<file path="config.mk">
export PLATFORM = sky130hd
export DESIGN_NAME = grid_ray_march_caster
export DESIGN_NICKNAME = d
export VERILOG_FILES = /design/src/rtl/core/grp_pkg.sv /design/src/rtl/core/grp_mul.sv /design/src/rtl/core/grp_divsqrt.sv /design/src/rtl/core/grid_ray_march_caster.sv
export SDC_FILE = /design/constraint.sdc
export NUM_CORES = 2
export LEC_CHECK = 0
export BUFFER_PORTS_ARGS = -buffer_cell sky130_fd_sc_hd__buf_4
export CAP_MARGIN = 5
export CELL_PAD_IN_SITES_DETAIL_PLACEMENT = 0
export CELL_PAD_IN_SITES_GLOBAL_PLACEMENT = 1
export CORE_MARGIN = 2
export CORE_UTILIZATION = 51
export CTS_CLUSTER_DIAMETER = 100
export DETAILED_ROUTE_END_ITERATION = 12
export GPL_ROUTABILITY_DRIVEN = 0
export PLACE_DENSITY_LB_ADDON = 0.3
export SETUP_SLACK_MARGIN = 0.1
export SLEW_MARGIN = 20
export SYNTH_ARGS = -nofsm -noshare
export SYNTH_HDL_FRONTEND = slang
export SYNTH_SLANG_ARGS = --single-unit
</file>
<file path="constraint.sdc">
create_clock -name i_clk -period 12.65 [get_ports i_clk]
set_clock_uncertainty 0.1 [all_clocks]
set_input_delay 1.8975 -clock i_clk [delete_from_list [all_inputs] [get_ports i_clk]]
set_output_delay 1.8975 -clock i_clk [all_outputs]
set_load 0.01 [all_outputs]
</file>
<file path="src/rtl/core/grp_pkg.sv">
`default_nettype none
// ---------------------------------------------------------------------------
// grp_pkg
// Shared types and constants of the grid ray march caster.
// ---------------------------------------------------------------------------
package grp_pkg;

    localparam int MAP_COLS_DEF  = 8;
    localparam int MAP_ROWS_DEF  = 8;
    localparam int MAX_STEPS_DEF = 200;
    localparam int RAY_COUNT_DEF = 120;

    localparam int TILE_Q16 = 50 * 65536;

    localparam int SIN_A = 102944;
    localparam int SIN_B = 42048;
    localparam int SIN_C = 4640;

    localparam logic [63:0] MAP_RESET = 64'd1097390195199;
    localparam logic [14:0] FOV_RESET = 15'd10430;

    localparam int DS_SRC_W = 56;
    localparam int DS_Q_W   = 28;
    localparam int DS_REM_W = 30;
    localparam int DS_DIV_STEPS  = 20;
    localparam int DS_SQRT_STEPS = 28;

    localparam logic [3:0] ADDR_MAP = 4'd0;
    localparam logic [3:0] ADDR_FOV = 4'd8;

    localparam logic [19:0] HEIGHT_NUM = 20'd640000;

    typedef struct packed {
        logic start;
        logic sqrt_mode;
    } t_ds_req;

    typedef struct packed {
        logic busy;
        logic done;
    } t_ds_rsp;

endpackage
`default_nettype wire

</file>
<file path="src/rtl/core/grp_mul.sv">
`default_nettype none
// ---------------------------------------------------------------------------
// grp_mul
// Shared unsigned 32x32 multiplier, product registered.
// ---------------------------------------------------------------------------
module grp_mul (
    input  wire logic        i_clk,
    input  wire logic [31:0] i_a,
    input  wire logic [31:0] i_b,
    output logic      [63:0] o_p
);

    logic [63:0] r_p;

    always_ff @(posedge i_clk) begin
        r_p <= i_a * i_b;
    end

    assign o_p = r_p;

endmodule
`default_nettype wire

</file>
<file path="src/rtl/core/grp_divsqrt.sv">
`default_nettype none
// ---------------------------------------------------------------------------
// grp_divsqrt
// Iterative restoring divider and integer square root sharing one
// compare-subtract; one quotient or root bit per cycle.
// ---------------------------------------------------------------------------
module grp_divsqrt (
    input  wire logic                           i_clk,
    input  wire logic                           i_rst_n,
    input  wire grp_pkg::t_ds_req               i_req,
    input  wire logic [grp_pkg::DS_SRC_W-1:0]   i_src,
    input  wire logic [15:0]                    i_dvs,
    output grp_pkg::t_ds_rsp                    o_rsp,
    output logic      [grp_pkg::DS_Q_W-1:0]     o_q
);

    localparam int RW = grp_pkg::DS_REM_W;
    localparam int QW = grp_pkg::DS_Q_W;
    localparam int SW = grp_pkg::DS_SRC_W;

    logic [SW-1:0] r_src;
    logic [RW-1:0] r_rem;
    logic [QW-1:0] r_q;
    logic [4:0]    r_cnt;
    logic          r_busy;
    logic          r_done;
    logic          r_sqrt;
    logic [15:0]   r_dvs;

    logic [RW:0] rem_sh;
    logic [RW:0] trial;
    logic        ge;
    logic [RW:0] diff;

    always_comb begin
        if (r_sqrt) begin
            rem_sh = {r_rem[RW-2:0], r_src[SW-1 -: 2]};
            trial  = (RW+1)'({r_q, 2'b01});
        end else begin
            rem_sh = {r_rem, r_src[SW-1]};
            trial  = (RW+1)'(r_dvs);
        end
        ge   = rem_sh >= trial;
        diff = rem_sh - trial;
    end

    always_ff @(posedge i_clk) begin
        if (!i_rst_n) begin
            r_busy <= 1'b0;
            r_done <= 1'b0;
        end else begin
            r_done <= 1'b0;
            if (i_req.start) begin
                r_busy <= 1'b1;
            end else if (r_busy && r_cnt == 5'd1) begin
                r_busy <= 1'b0;
                r_done <= 1'b1;
            end
        end
    end

    always_ff @(posedge i_clk) begin
        if (i_req.start) begin
            r_src  <= i_src;
            r_rem  <= '0;
            r_q    <= '0;
            r_sqrt <= i_req.sqrt_mode;
            r_dvs  <= i_dvs;
            r_cnt  <= i_req.sqrt_mode ? 5'(grp_pkg::DS_SQRT_STEPS)
                                      : 5'(grp_pkg::DS_DIV_STEPS);
        end else if (r_busy) begin
            r_rem <= ge ? diff[RW-1:0] : rem_sh[RW-1:0];
            r_q   <= {r_q[QW-2:0], ge};
            r_src <= r_sqrt ? {r_src[SW-3:0], 2'b00} : {r_src[SW-2:0], 1'b0};
            r_cnt <= r_cnt - 5'd1;
        end
    end

    assign o_rsp.busy = r_busy;
    assign o_rsp.done = r_done;
    assign o_q        = r_q;

endmodule
`default_nettype wire

</file>
<file path="src/rtl/core/grid_ray_march_caster.sv">
`default_nettype none
// ---------------------------------------------------------------------------
// grid_ray_march_caster
// Fixed-step ray marcher over a bitmap tile map.
// ---------------------------------------------------------------------------
// One ray request is taken while the block is idle and gives one result beat.
// After acceptance a request runs through the column span (a reciprocal
// multiply), the three sines on the shared multiplier, the march (at most
// MAX_STEPS steps, one step per cycle), the squared length, the square root,
// the cosine scaling, the wall height divide (skipped when the distance is
// zero or negative) and the output stage. The block is ready again in the
// cycle after the output stage, so it takes no new ray while one is in
// flight. A result still waiting on the output holds the next ray in its
// output stage.
// No clearing pass follows reset.
module grid_ray_march_caster #(
    parameter int MAP_COLS  = grp_pkg::MAP_COLS_DEF,
    parameter int MAP_ROWS  = grp_pkg::MAP_ROWS_DEF,
    parameter int MAX_STEPS = grp_pkg::MAX_STEPS_DEF,
    parameter int RAY_COUNT = grp_pkg::RAY_COUNT_DEF
) (
    input  wire logic               i_clk,
    input  wire logic               i_rst_n,
    input  wire logic               i_in_valid,
    output logic                    o_in_ready,
    input  wire logic [15:0]        i_pos_x,
    input  wire logic [15:0]        i_pos_y,
    input  wire logic [15:0]        i_view_angle,
    input  wire logic [6:0]         i_ray_index,
    output logic                    o_out_valid,
    input  wire logic               i_out_ready,
    output logic signed [17:0]      o_hit_x,
    output logic signed [17:0]      o_hit_y,
    output logic                    o_wall_hit,
    output logic signed [16:0]      o_distance,
    output logic        [15:0]      o_wall_height,
    output logic        [7:0]       o_brightness,
    input  wire logic               psel,
    input  wire logic               penable,
    input  wire logic               pwrite,
    input  wire logic [3:0]         paddr,
    input  wire logic [63:0]        pwdata,
    output logic      [63:0]        prdata,
    output logic                    pready
);

    localparam int STW = $clog2(MAX_STEPS + 1);
    localparam logic signed [29:0] X_LIM = 30'(MAP_COLS * grp_pkg::TILE_Q16);
    localparam logic signed [29:0] Y_LIM = 30'(MAP_ROWS * grp_pkg::TILE_Q16);
    // ceil(2^32 / RAY_COUNT), exact for products below 2^22
    localparam logic [31:0] SPAN_RCP = (RAY_COUNT == 1) ? 32'd1 :
        32'(((64'd1 << 32) + 64'(RAY_COUNT) - 64'd1) / 64'(RAY_COUNT));

    typedef enum logic [13:0] {
        S_IDLE  = 14'b00000000000001,
        S_SPAN  = 14'b00000000000010,
        S_RCP   = 14'b00000000000100,
        S_OFFS  = 14'b00000000001000,
        S_TRIG  = 14'b00000000010000,
        S_MARCH = 14'b00000000100000,
        S_SQ0   = 14'b00000001000000,
        S_SQ1   = 14'b00000010000000,
        S_SQ2   = 14'b00000100000000,
        S_SQRT  = 14'b00001000000000,
        S_SCL0  = 14'b00010000000000,
        S_SCL1  = 14'b00100000000000,
        S_HDIV  = 14'b01000000000000,
        S_OUT   = 14'b10000000000000
    } t_state;

    t_state r_state;

    logic [63:0] r_map;
    logic [14:0] r_fov;

    logic [15:0]        r_px, r_py, r_view, r_offset, r_ray;
    logic [6:0]         r_idx;
    logic signed [17:0] r_cx, r_sy, r_cos;
    logic signed [29:0] r_x, r_y;
    logic [STW-1:0]     r_step;
    logic               r_hit;
    logic [2:0]         r_k;
    logic [1:0]         r_sel;
    logic [14:0]        r_z, r_z2;
    logic               r_neg;
    logic [54:0]        r_sq;
    logic signed [16:0] r_dist;
    logic [15:0]        r_height;
    logic               r_out_valid;

    logic [31:0] mul_a, mul_b;
    logic [63:0] mul_p;

    grp_pkg::t_ds_req ds_req;
    grp_pkg::t_ds_rsp ds_rsp;
    logic [grp_pkg::DS_SRC_W-1:0] ds_src;
    logic [15:0] ds_dvs;
    logic [grp_pkg::DS_Q_W-1:0] ds_q;

    grp_mul u_mul (
        .i_clk (i_clk),
        .i_a   (mul_a),
        .i_b   (mul_b),
        .o_p   (mul_p)
    );

    grp_divsqrt u_ds (
        .i_clk   (i_clk),
        .i_rst_n (i_rst_n),
        .i_req   (ds_req),
        .i_src   (ds_src),
        .i_dvs   (ds_dvs),
        .o_rsp   (ds_rsp),
        .o_q     (ds_q)
    );

    // configuration
    logic cfg_wr;
    assign cfg_wr = psel && penable && pwrite && pready;
    assign pready = 1'b1;

    always_ff @(posedge i_clk) begin
        if (!i_rst_n) begin
            r_map <= grp_pkg::MAP_RESET;
            r_fov <= grp_pkg::FOV_RESET;
        end else if (cfg_wr) begin
            if (paddr == grp_pkg::ADDR_MAP) begin
                r_map <= pwdata;
            end else if (paddr == grp_pkg::ADDR_FOV) begin
                r_fov <= pwdata[14:0];
            end
        end
    end

    always_comb begin
        if (paddr == grp_pkg::ADDR_MAP) begin
            prdata = r_map;
        end else if (paddr == grp_pkg::ADDR_FOV) begin
            prdata = {49'd0, r_fov};
        end else begin
            prdata = '0;
        end
    end

    // sine argument
    logic [15:0] ang;
    logic [14:0] z;
    always_comb begin
        case (r_sel)
            2'd0:    ang = r_ray + 16'd16384;
            2'd1:    ang = r_ray;
            default: ang = r_offset + 16'd16384;
        endcase
        z = ang[14] ? 15'd16384 - {1'b0, ang[13:0]} : {1'b0, ang[13:0]};
    end

    logic [16:0] p14;
    logic [16:0] t_b, t_a;
    logic signed [17:0] sin_res;
    assign p14     = mul_p[30:14];
    assign t_b     = 17'(grp_pkg::SIN_B) - p14;
    assign t_a     = 17'(grp_pkg::SIN_A) - p14;
    assign sin_res = r_neg ? -$signed({1'b0, p14}) : $signed({1'b0, p14});

    // wall lookup on the current position
    logic [2:0] col, row;
    logic       wall;
    always_comb begin
        col = '0;
        row = '0;
        for (int k = 1; k < MAP_COLS; k++) begin
            if (r_x >= $signed(30'(k * grp_pkg::TILE_Q16))) begin
                col = col + 3'd1;
            end
        end
        for (int k = 1; k < MAP_ROWS; k++) begin
            if (r_y >= $signed(30'(k * grp_pkg::TILE_Q16))) begin
                row = row + 3'd1;
            end
        end
        wall = !r_x[29] && !r_y[29] && (r_x < X_LIM) && (r_y < Y_LIM)
               && r_map[{row, col}];
    end

    // displacement
    logic signed [29:0] x0, y0, dx, dy;
    logic [28:0] adx, ady;
    assign x0  = $signed({4'd0, r_px, 10'd0});
    assign y0  = $signed({4'd0, r_py, 10'd0});
    assign dx  = r_x - x0;
    assign dy  = r_y - y0;
    assign adx = dx[29] ? 29'(-dx) : dx[28:0];
    assign ady = dy[29] ? 29'(-dy) : dy[28:0];

    logic [16:0] acos;
    assign acos = r_cos[17] ? 17'(-r_cos) : r_cos[16:0];

    logic [18:0] mag_raw;
    logic [15:0] mag;
    logic signed [16:0] dist_n;
    assign mag_raw = mul_p[44:26];
    assign mag     = (mag_raw > 19'd65535) ? 16'hFFFF : mag_raw[15:0];
    assign dist_n  = r_cos[17] ? -$signed({1'b0, mag}) : $signed({1'b0, mag});

    logic [15:0] span_q;
    logic [15:0] span_off;
    assign span_q   = (RAY_COUNT == 1) ? mul_p[15:0] : mul_p[47:32];
    assign span_off = span_q - {2'b0, r_fov[14:1]};

    logic out_free;
    assign out_free = !r_out_valid || i_out_ready;

    // shared unit operands
    always_comb begin
        mul_a = '0;
        mul_b = '0;
        ds_req.start     = 1'b0;
        ds_req.sqrt_mode = 1'b0;
        ds_src = '0;
        ds_dvs = '0;
        case (r_state)
            S_SPAN: begin
                mul_a = {25'd0, r_idx};
                mul_b = {17'd0, r_fov};
            end
            S_RCP: begin
                mul_a = mul_p[31:0];
                mul_b = SPAN_RCP;
            end
            S_TRIG: begin
                case (r_k)
                    3'd0: begin
                        mul_a = {17'd0, z};
                        mul_b = {17'd0, z};
                    end
                    3'd1: begin
                        mul_a = 32'(grp_pkg::SIN_C);
                        mul_b = {17'd0, mul_p[28:14]};
                    end
                    3'd2: begin
                        mul_a = {15'd0, t_b};
                        mul_b = {17'd0, r_z2};
                    end
                    3'd3: begin
                        mul_a = {15'd0, t_a};
                        mul_b = {17'd0, r_z};
                    end
                    default: ;
                endcase
            end
            S_SQ0: begin
                mul_a = {3'd0, adx};
                mul_b = {3'd0, adx};
            end
            S_SQ1: begin
                mul_a = {3'd0, ady};
                mul_b = {3'd0, ady};
            end
            S_SQ2: begin
                ds_req.start     = 1'b1;
                ds_req.sqrt_mode = 1'b1;
                ds_src = {1'b0, r_sq + mul_p[54:0]};
            end
            S_SCL0: begin
                mul_a = {4'd0, ds_q};
                mul_b = {15'd0, acos};
            end
            S_SCL1: begin
                ds_req.start = !r_cos[17] && (mag != 16'd0);
                ds_src = {grp_pkg::HEIGHT_NUM, 36'd0};
                ds_dvs = mag;
            end
            default: ;
        endcase
    end

    // sequencer
    always_ff @(posedge i_clk) begin
        if (!i_rst_n) begin
            r_state <= S_IDLE;
        end else begin
            case (r_state)
                S_IDLE: begin
                    if (i_in_valid) begin
                        r_state <= S_SPAN;
                    end
                end
                S_SPAN:  r_state <= S_RCP;
                S_RCP:   r_state <= S_OFFS;
                S_OFFS:  r_state <= S_TRIG;
                S_TRIG: begin
                    if (r_k == 3'd4 && r_sel == 2'd2) begin
                        r_state <= S_MARCH;
                    end
                end
                S_MARCH: begin
                    if ((r_step != '0 && wall) || r_step == STW'(MAX_STEPS)) begin
                        r_state <= S_SQ0;
                    end
                end
                S_SQ0:   r_state <= S_SQ1;
                S_SQ1:   r_state <= S_SQ2;
                S_SQ2:   r_state <= S_SQRT;
                S_SQRT: begin
                    if (ds_rsp.done) begin
                        r_state <= S_SCL0;
                    end
                end
                S_SCL0:  r_state <= S_SCL1;
                S_SCL1:  r_state <= ds_req.start ? S_HDIV : S_OUT;
                S_HDIV: begin
                    if (ds_rsp.done) begin
                        r_state <= S_OUT;
                    end
                end
                S_OUT: begin
                    if (out_free) begin
                        r_state <= S_IDLE;
                    end
                end
                default: r_state <= S_IDLE;
            endcase
        end
    end

    always_ff @(posedge i_clk) begin
        if (!i_rst_n) begin
            r_out_valid <= 1'b0;
        end else if (r_state == S_OUT && out_free) begin
            r_out_valid <= 1'b1;
        end else if (i_out_ready) begin
            r_out_valid <= 1'b0;
        end
    end

    // datapath
    logic signed [18:0] bright_v;
    assign bright_v = 19'sd16320 - $signed({r_dist[16], r_dist, 1'b0});

    function automatic logic signed [17:0] to_q6(input logic signed [29:0] p);
        logic signed [29:0] s;
        logic signed [19:0] v;
        s = p >>> 10;
        v = s[19:0];
        if (v < -20'sd32768) begin
            return -18'sd32768;
        end else if (v > 20'sd98303) begin
            return 18'sd98303;
        end
        return v[17:0];
    endfunction

    always_ff @(posedge i_clk) begin
        case (r_state)
            S_IDLE: begin
                r_px   <= i_pos_x;
                r_py   <= i_pos_y;
                r_view <= i_view_angle;
                r_idx  <= i_ray_index;
                r_k    <= '0;
                r_sel  <= '0;
                r_step <= '0;
                r_hit  <= 1'b0;
            end
            S_OFFS: begin
                r_offset <= span_off;
                r_ray    <= r_view + span_off;
                r_x      <= x0;
                r_y      <= y0;
            end
            S_TRIG: begin
                case (r_k)
                    3'd0: begin
                        r_z   <= z;
                        r_neg <= ang[15];
                        r_k   <= 3'd1;
                    end
                    3'd1: begin
                        r_z2 <= mul_p[28:14];
                        r_k  <= 3'd2;
                    end
                    3'd4: begin
                        case (r_sel)
                            2'd0:    r_cx  <= sin_res;
                            2'd1:    r_sy  <= sin_res;
                            default: r_cos <= sin_res;
                        endcase
                        r_sel <= r_sel + 2'd1;
                        r_k   <= 3'd0;
                    end
                    default: r_k <= r_k + 3'd1;
                endcase
            end
            S_MARCH: begin
                if (r_step != '0 && wall) begin
                    r_hit <= 1'b1;
                end else if (r_step != STW'(MAX_STEPS)) begin
                    r_x    <= r_x + 30'(r_cx);
                    r_y    <= r_y + 30'(r_sy);
                    r_step <= r_step + STW'(1);
                end
            end
            S_SQ1: r_sq <= mul_p[54:0];
            S_SCL1: begin
                r_dist <= dist_n;
                if (mag == 16'd0) begin
                    r_height <= 16'hFFFF;
                end else begin
                    r_height <= 16'd0;
                end
            end
            S_HDIV: begin
                if (ds_rsp.done) begin
                    r_height <= (ds_q[19:0] > 20'd65535) ? 16'hFFFF : ds_q[15:0];
                end
            end
            S_OUT: begin
                if (out_free) begin
                    o_hit_x       <= to_q6(r_x);
                    o_hit_y       <= to_q6(r_y);
                    o_wall_hit    <= r_hit;
                    o_distance    <= r_dist;
                    o_wall_height <= r_height;
                    if (bright_v <= 19'sd0) begin
                        o_brightness <= 8'd0;
                    end else if (bright_v[17:6] > 12'd255) begin
                        o_brightness <= 8'd255;
                    end else begin
                        o_brightness <= bright_v[13:6];
                    end
                end
            end
            default: ;
        endcase
    end

    assign o_in_ready  = (r_state == S_IDLE);
    assign o_out_valid = r_out_valid;

`ifndef SYNTHESIS
    a_accept_starts: assert property (@(posedge i_clk) disable iff (!i_rst_n)
        (i_in_valid && o_in_ready) |=> (r_state == S_SPAN))
        else $error("accepted beat did not start a ray");
    a_step_bound: assert property (@(posedge i_clk) disable iff (!i_rst_n)
        (r_state == S_MARCH) |-> (r_step <= STW'(MAX_STEPS)))
        else $error("march step count past limit");
    a_ds_done_state: assert property (@(posedge i_clk) disable iff (!i_rst_n)
        ds_rsp.done |-> (r_state == S_SQRT || r_state == S_HDIV))
        else $error("divider finished outside a waiting state");
    a_ds_start_idle: assert property (@(posedge i_clk) disable iff (!i_rst_n)
        ds_req.start |-> !ds_rsp.busy)
        else $error("divider started while busy");
`endif

endmodule
`default_nettype wire
</file>
==> insert_results.sql <==
INSERT INTO impl_metrics (metric_group, metric, value, unit) VALUES
('status', 'outcome', 'finished clean', ''),
('logic_synthesis', 'yosysSeqAreaShare', '27.09', '%'),
('logic_synthesis', 'synth_edf_count', '490', ''),
('cts', 'worst_skew_pair.late_latency', '0.72', 'ns'),
('logic_synthesis', 'postSynthAreaPerCell', '9.542', 'sq um'),
('grt', 'grt_pass1_vias', '56130', ''),
('floorplan', 'design.core.area', '135600', 'sq um'),
('cts', 'htree_levels', '3', ''),
('floorplan', 'start_util', '51.43', '%'),
('sta', 'timing_max_transition_violations_final', '0', ''),
('layout', 'layout.cell_area.non_filler', '77840', 'sq um'),
('logic_synthesis', 'postSynthRegisterBits', '699', ''),
('cts', 'clockRootBuffer', 'sky130_fd_sc_hd__clkbuf_16', ''),
('drt', 'detail_route.iter0.violations', '5325', ''),
('job', 'max_capacitance_violation_count', '0', ''),
('logic_synthesis', 'netlist_area', '69760', 'sq um'),
('cts', 'clock_sinks', '699', ''),
('power_and_ir_drop', 'total_power_density_per_cell_area', '96.21', 'nW/um^2'),
('critical_path', 'worst_setup_path_end_kind', 'flop', ''),
('critical_path', 'critPathMostFrequentCell', 'sky130_fd_sc_hd__fa_1', ''),
('sta', 'worst_pin_slew', '1.188', 'ns'),
('sta', 'maxClockFrequency', '81.94', 'MHz'),
('critical_path', 'cp_data_required_time', '13.09', 'ns'),
('grt', 'antenna_found_initial', '12', ''),
('drt', 'drt-total-wl', '225.6', 'mm'),
('cts', 'clk_pin_slew', '0.06', 'ns'),
('critical_path', 'cp_top_family', 'compound AO/OA/AOI/OAI gates', ''),
('sta', 'final-hold-violation-count', '0', ''),
('critical_path', 'critPathKind', 'reg -> reg', ''),
('logic_synthesis', 'synth_async_sr_flop_share', '0', '%'),
('logic_synthesis', 'yosys_most_used_dff', 'sky130_fd_sc_hd__edfxtp_1', ''),
('floorplan', 'die_h', '373.9', 'um'),
('cts', 'tritoncts', 'done', ''),
('logic_synthesis', 'yosys_warnings', '0', ''),
('worst_hold_path', 'hold_depth', '0', ''),
('logic_synthesis', 'synth_cells', '7311', ''),
('layout', 'flow.area_growth_from_synthesis', '11.58', '%'),
('grt', 'grt_pass1_wl', '342.4', 'mm'),
('sta', 'period_utilization_post_route', '96.48', '%'),
('placement', 'post-dp-hpwl', '177.1', 'mm'),
('sta', 'rsz0062_at_grt', 'true', ''),
('sta', 'finalSetupTns', '0', 'ns'),
('critical_path', 'cp.depth', '44', ''),
('floorplan', 'io-pin-count', '275', ''),
('drt', 'route.antenna.remaining_nets', '0', ''),
('sta', 'timing.final.setup_violations', '0', ''),
('drt', 'detail_route.drc_violations', '0', ''),
('floorplan', 'rows', '135', ''),
('grt', 'grt_max_degree', '90', ''),
('drt', 'post_drt_wl_per_cell', '23.83', 'um'),
('floorplan', 'fp.dieArea', '139800', 'sq um'),
('sta', 'period_needed', '12.20', 'ns'),
('critical_path', 'r2r.worst_path.cells', '44', ''),
('power_and_ir_drop', 'cellLeakagePower', '35.16', 'nW'),
('critical_path', 'timing.critical_path.slowest_stage_cell', 'sky130_fd_sc_hd__a2111o_1', ''),
('placement', 'placed_cell_area', '74770', 'sq um'),
('logic_synthesis', 'synthDistinctLibCells', '107', ''),
('worst_hold_path', 'min-delay-path-class', 'reg -> reg', ''),
('sta', 'worst_slew_margin_rel', '20.26', '%'),
('critical_path', 'cp-start-kind', 'flop', ''),
('critical_path', 'critical_path_arrival', '12.64', 'ns'),
('power_and_ir_drop', 'power.total', '0.007489', 'W'),
('drt', 'vias', '55480', ''),
('drt', 'route.detailed.vias_per_inst', '5.862', ''),
('critical_path', 'critical-path-max-stage-delay', '0.66', 'ns'),
('layout', 'design.final.nets', '8983', ''),
('drt', 'drt_pre_antenna_iters', '9', ''),
('cts', 'postCtsHoldBufs', '0', ''),
('power_and_ir_drop', 'ir_drop', '0.09167', 'mV'),
('cts', 'cts_made_buffers', '84', ''),
('grt', 'gr-usage-all-layers', '32.29', '%'),
('cts', 'clock_path_buffers', '3', ''),
('critical_path', 'worst-path-max-fanout', '17', ''),
('layout', 'drive_above_1_share', '10.64', '%'),
('placement', 'port_buffers', '273', ''),
('floorplan', 'die-width', '373.9', 'um'),
('grt', 'grt.overflow.total', '0', ''),
('critical_path', 'crit_buf_inv', '8', '');
==> synth_stat cells (26+ instances only) <==
master / count / area (sq um)
sky130_fd_sc_hd__o21a_1: 72 / 540.5
sky130_fd_sc_hd__xor2_1: 154 / 1349
sky130_fd_sc_hd__inv_1: 1007 / 3780
sky130_fd_sc_hd__o21ai_0: 231 / 1156
sky130_fd_sc_hd__a21boi_0: 55 / 412.9
sky130_fd_sc_hd__nand4_1: 26 / 162.7
sky130_fd_sc_hd__o21bai_1: 44 / 330.3
sky130_fd_sc_hd__and3_1: 27 / 168.9
sky130_fd_sc_hd__xnor2_1: 237 / 2076
sky130_fd_sc_hd__or3_1: 29 / 181.4
sky130_fd_sc_hd__a21o_1: 168 / 1261
sky130_fd_sc_hd__fa_1: 800 / 16020
sky130_fd_sc_hd__buf_2: 39 / 195.2
sky130_fd_sc_hd__nor4_1: 30 / 187.7
sky130_fd_sc_hd__mux2_2: 62 / 698.2
sky130_fd_sc_hd__ha_1: 447 / 5593
sky130_fd_sc_hd__dfxtp_1: 209 / 4184
sky130_fd_sc_hd__nand2_1: 964 / 3618
sky130_fd_sc_hd__nor2b_1: 57 / 356.6
sky130_fd_sc_hd__nand2b_1: 56 / 350.3
sky130_fd_sc_hd__clkbuf_1: 270 / 1013
sky130_fd_sc_hd__o211ai_1: 32 / 240.2
sky130_fd_sc_hd__nor2_1: 417 / 1565
sky130_fd_sc_hd__and2_1: 236 / 1476
sky130_fd_sc_hd__nand3_1: 132 / 660.6
sky130_fd_sc_hd__mux2i_1: 117 / 1171
sky130_fd_sc_hd__nor3_1: 78 / 390.4
sky130_fd_sc_hd__o22ai_1: 53 / 331.6
sky130_fd_sc_hd__a21oi_1: 298 / 1491
sky130_fd_sc_hd__edfxtp_1: 490 / 14710
sky130_fd_sc_hd__a31oi_1: 44 / 275.3
==> metrics by stage <==
| stage | cells | setup WS, ns | utilization [%] | hold WS [ns] |
|---|---|---|---|---|
| finish | 9465 | 0.4459 | 57.39 | 0.3177 |
| global route | 9460 | 0.04576 | 57.38 | 0.3210 |
| CTS | 9452 | 0.2311 | 57.29 | 0.3182 |
| detailed placement | 9296 | 0.3454 | 55.12 | 0.3045 |
| global placement | 9296 | 0.4652 | 55.12 | 0.3022 |
| floorplan | 7361 | 1.700 | - | 0.3003 |
==> worst register-to-register path: cells and delay by family (launching register included) <==
| family | cells | cell delay, ns |
|---|---|---|
| compound gates | 16 | 4.49 |
| xor+xnor | 3 | 0.52 |
| fa+ha+maj | 10 | 4.45 |
| buf+inv | 8 | 1.11 |
| flops | 1 | 0.45 |
| simple gates | 7 | 0.91 |
==> power by group <==
part           internal [W]  total (W)  switching, W
combinational      0.000822    0.00214       0.00131
clock               0.00150    0.00256       0.00106
sequential          0.00263    0.00279      0.000166
total               0.00495    0.00749       0.00254
==> path summary, 6_finish.rpt <==
kind                           from                     endpoint  slack (ns)
max               r_y[11]$_DFFE_PP_        u_mul.o_p[53]$_DFF_P_        0.45
min          r_height[11]$_DFFE_PP_  o_wall_height[11]$_DFFE_PP_        0.32
max reg2reg       r_y[11]$_DFFE_PP_        u_mul.o_p[53]$_DFF_P_        0.45
min reg2reg  r_height[11]$_DFFE_PP_  o_wall_height[11]$_DFFE_PP_        0.32
==> logic make-up (layout without fill, tap and decap cells) <==
family / count (synthesis) / count (layout) / share of synthesized area [%]
other: 2 / 60 / 0.01076
adders and majority gates: 1247 / 1247 / 30.97
buffers and inverters: 1350 / 1665 / 7.387
xor gates and xnor gates: 395 / 395 / 5.027
muxes: 185 / 185 / 2.861
AOI/OAI and AO/OA: 1271 / 1271 / 12.27
DFF: 699 / 699 / 27.09
and+or+nand+nor: 2162 / 2162 / 14.38
==> timing repair <==
item | in CTS | in global routing
setup buffers | 0 | 4
resized for setup | 0 | 19
setup endpoints to repair | 0 | 12
==> flip-flops by register name, indices dropped and copies added, names as in the netlist, 17 cells and up <==
register,count
o_distance,17
o_hit_x,18
o_hit_y,18
r_cos,18
r_cx,18
r_dist,17
r_map,64
r_sq,55
r_sy,18
r_x,30
r_y,30
u_ds.o_q,28
u_ds.r_rem,30
u_ds.r_src,56
u_mul.o_p,55
==> layer usage <==
metal / track usage [%] / share of wire (%) / vias up
li1: - / - / 24880
met4: 15.77 / 5.7 / 4
met1: 41.84 / 39 / 27440
met2: 51.03 / 45 / 2546
met3: 7.470 / 9.8 / 614
met5: 0 / 0.013 / -
==> layout make-up <==
type | instances | area, sq um
fill | 11860 | 57790
multi-input combinational | 5312 | 46140
sequential | 699 | 18900
timing repair buffer | 498 | 3821
inverter | 1011 | 3796
clock buffer | 106 | 2277
tap | 1781 | 2228
clock inverter | 50 | 655.6
antenna | 8 | 20.02
==> cell usage in the layout (no fill, tap or decap), types with 86 or more instances in the layout <==
| cell type | n |
|---|---|
| sky130_fd_sc_hd__a21o_1 | 168 |
| sky130_fd_sc_hd__a21oi_1 | 298 |
| sky130_fd_sc_hd__and2_1 | 236 |
| sky130_fd_sc_hd__buf_4 | 490 |
| sky130_fd_sc_hd__clkbuf_16 | 86 |
| sky130_fd_sc_hd__dfxtp_1 | 208 |
| sky130_fd_sc_hd__edfxtp_1 | 490 |
| sky130_fd_sc_hd__fa_1 | 800 |
| sky130_fd_sc_hd__ha_1 | 447 |
| sky130_fd_sc_hd__inv_1 | 1005 |
| sky130_fd_sc_hd__mux2i_1 | 117 |
| sky130_fd_sc_hd__nand2_1 | 962 |
| sky130_fd_sc_hd__nand3_1 | 132 |
| sky130_fd_sc_hd__nor2_1 | 417 |
| sky130_fd_sc_hd__o21ai_0 | 230 |
| sky130_fd_sc_hd__xnor2_1 | 235 |
| sky130_fd_sc_hd__xor2_1 | 154 |
Power figures use the tool's default switching activity.
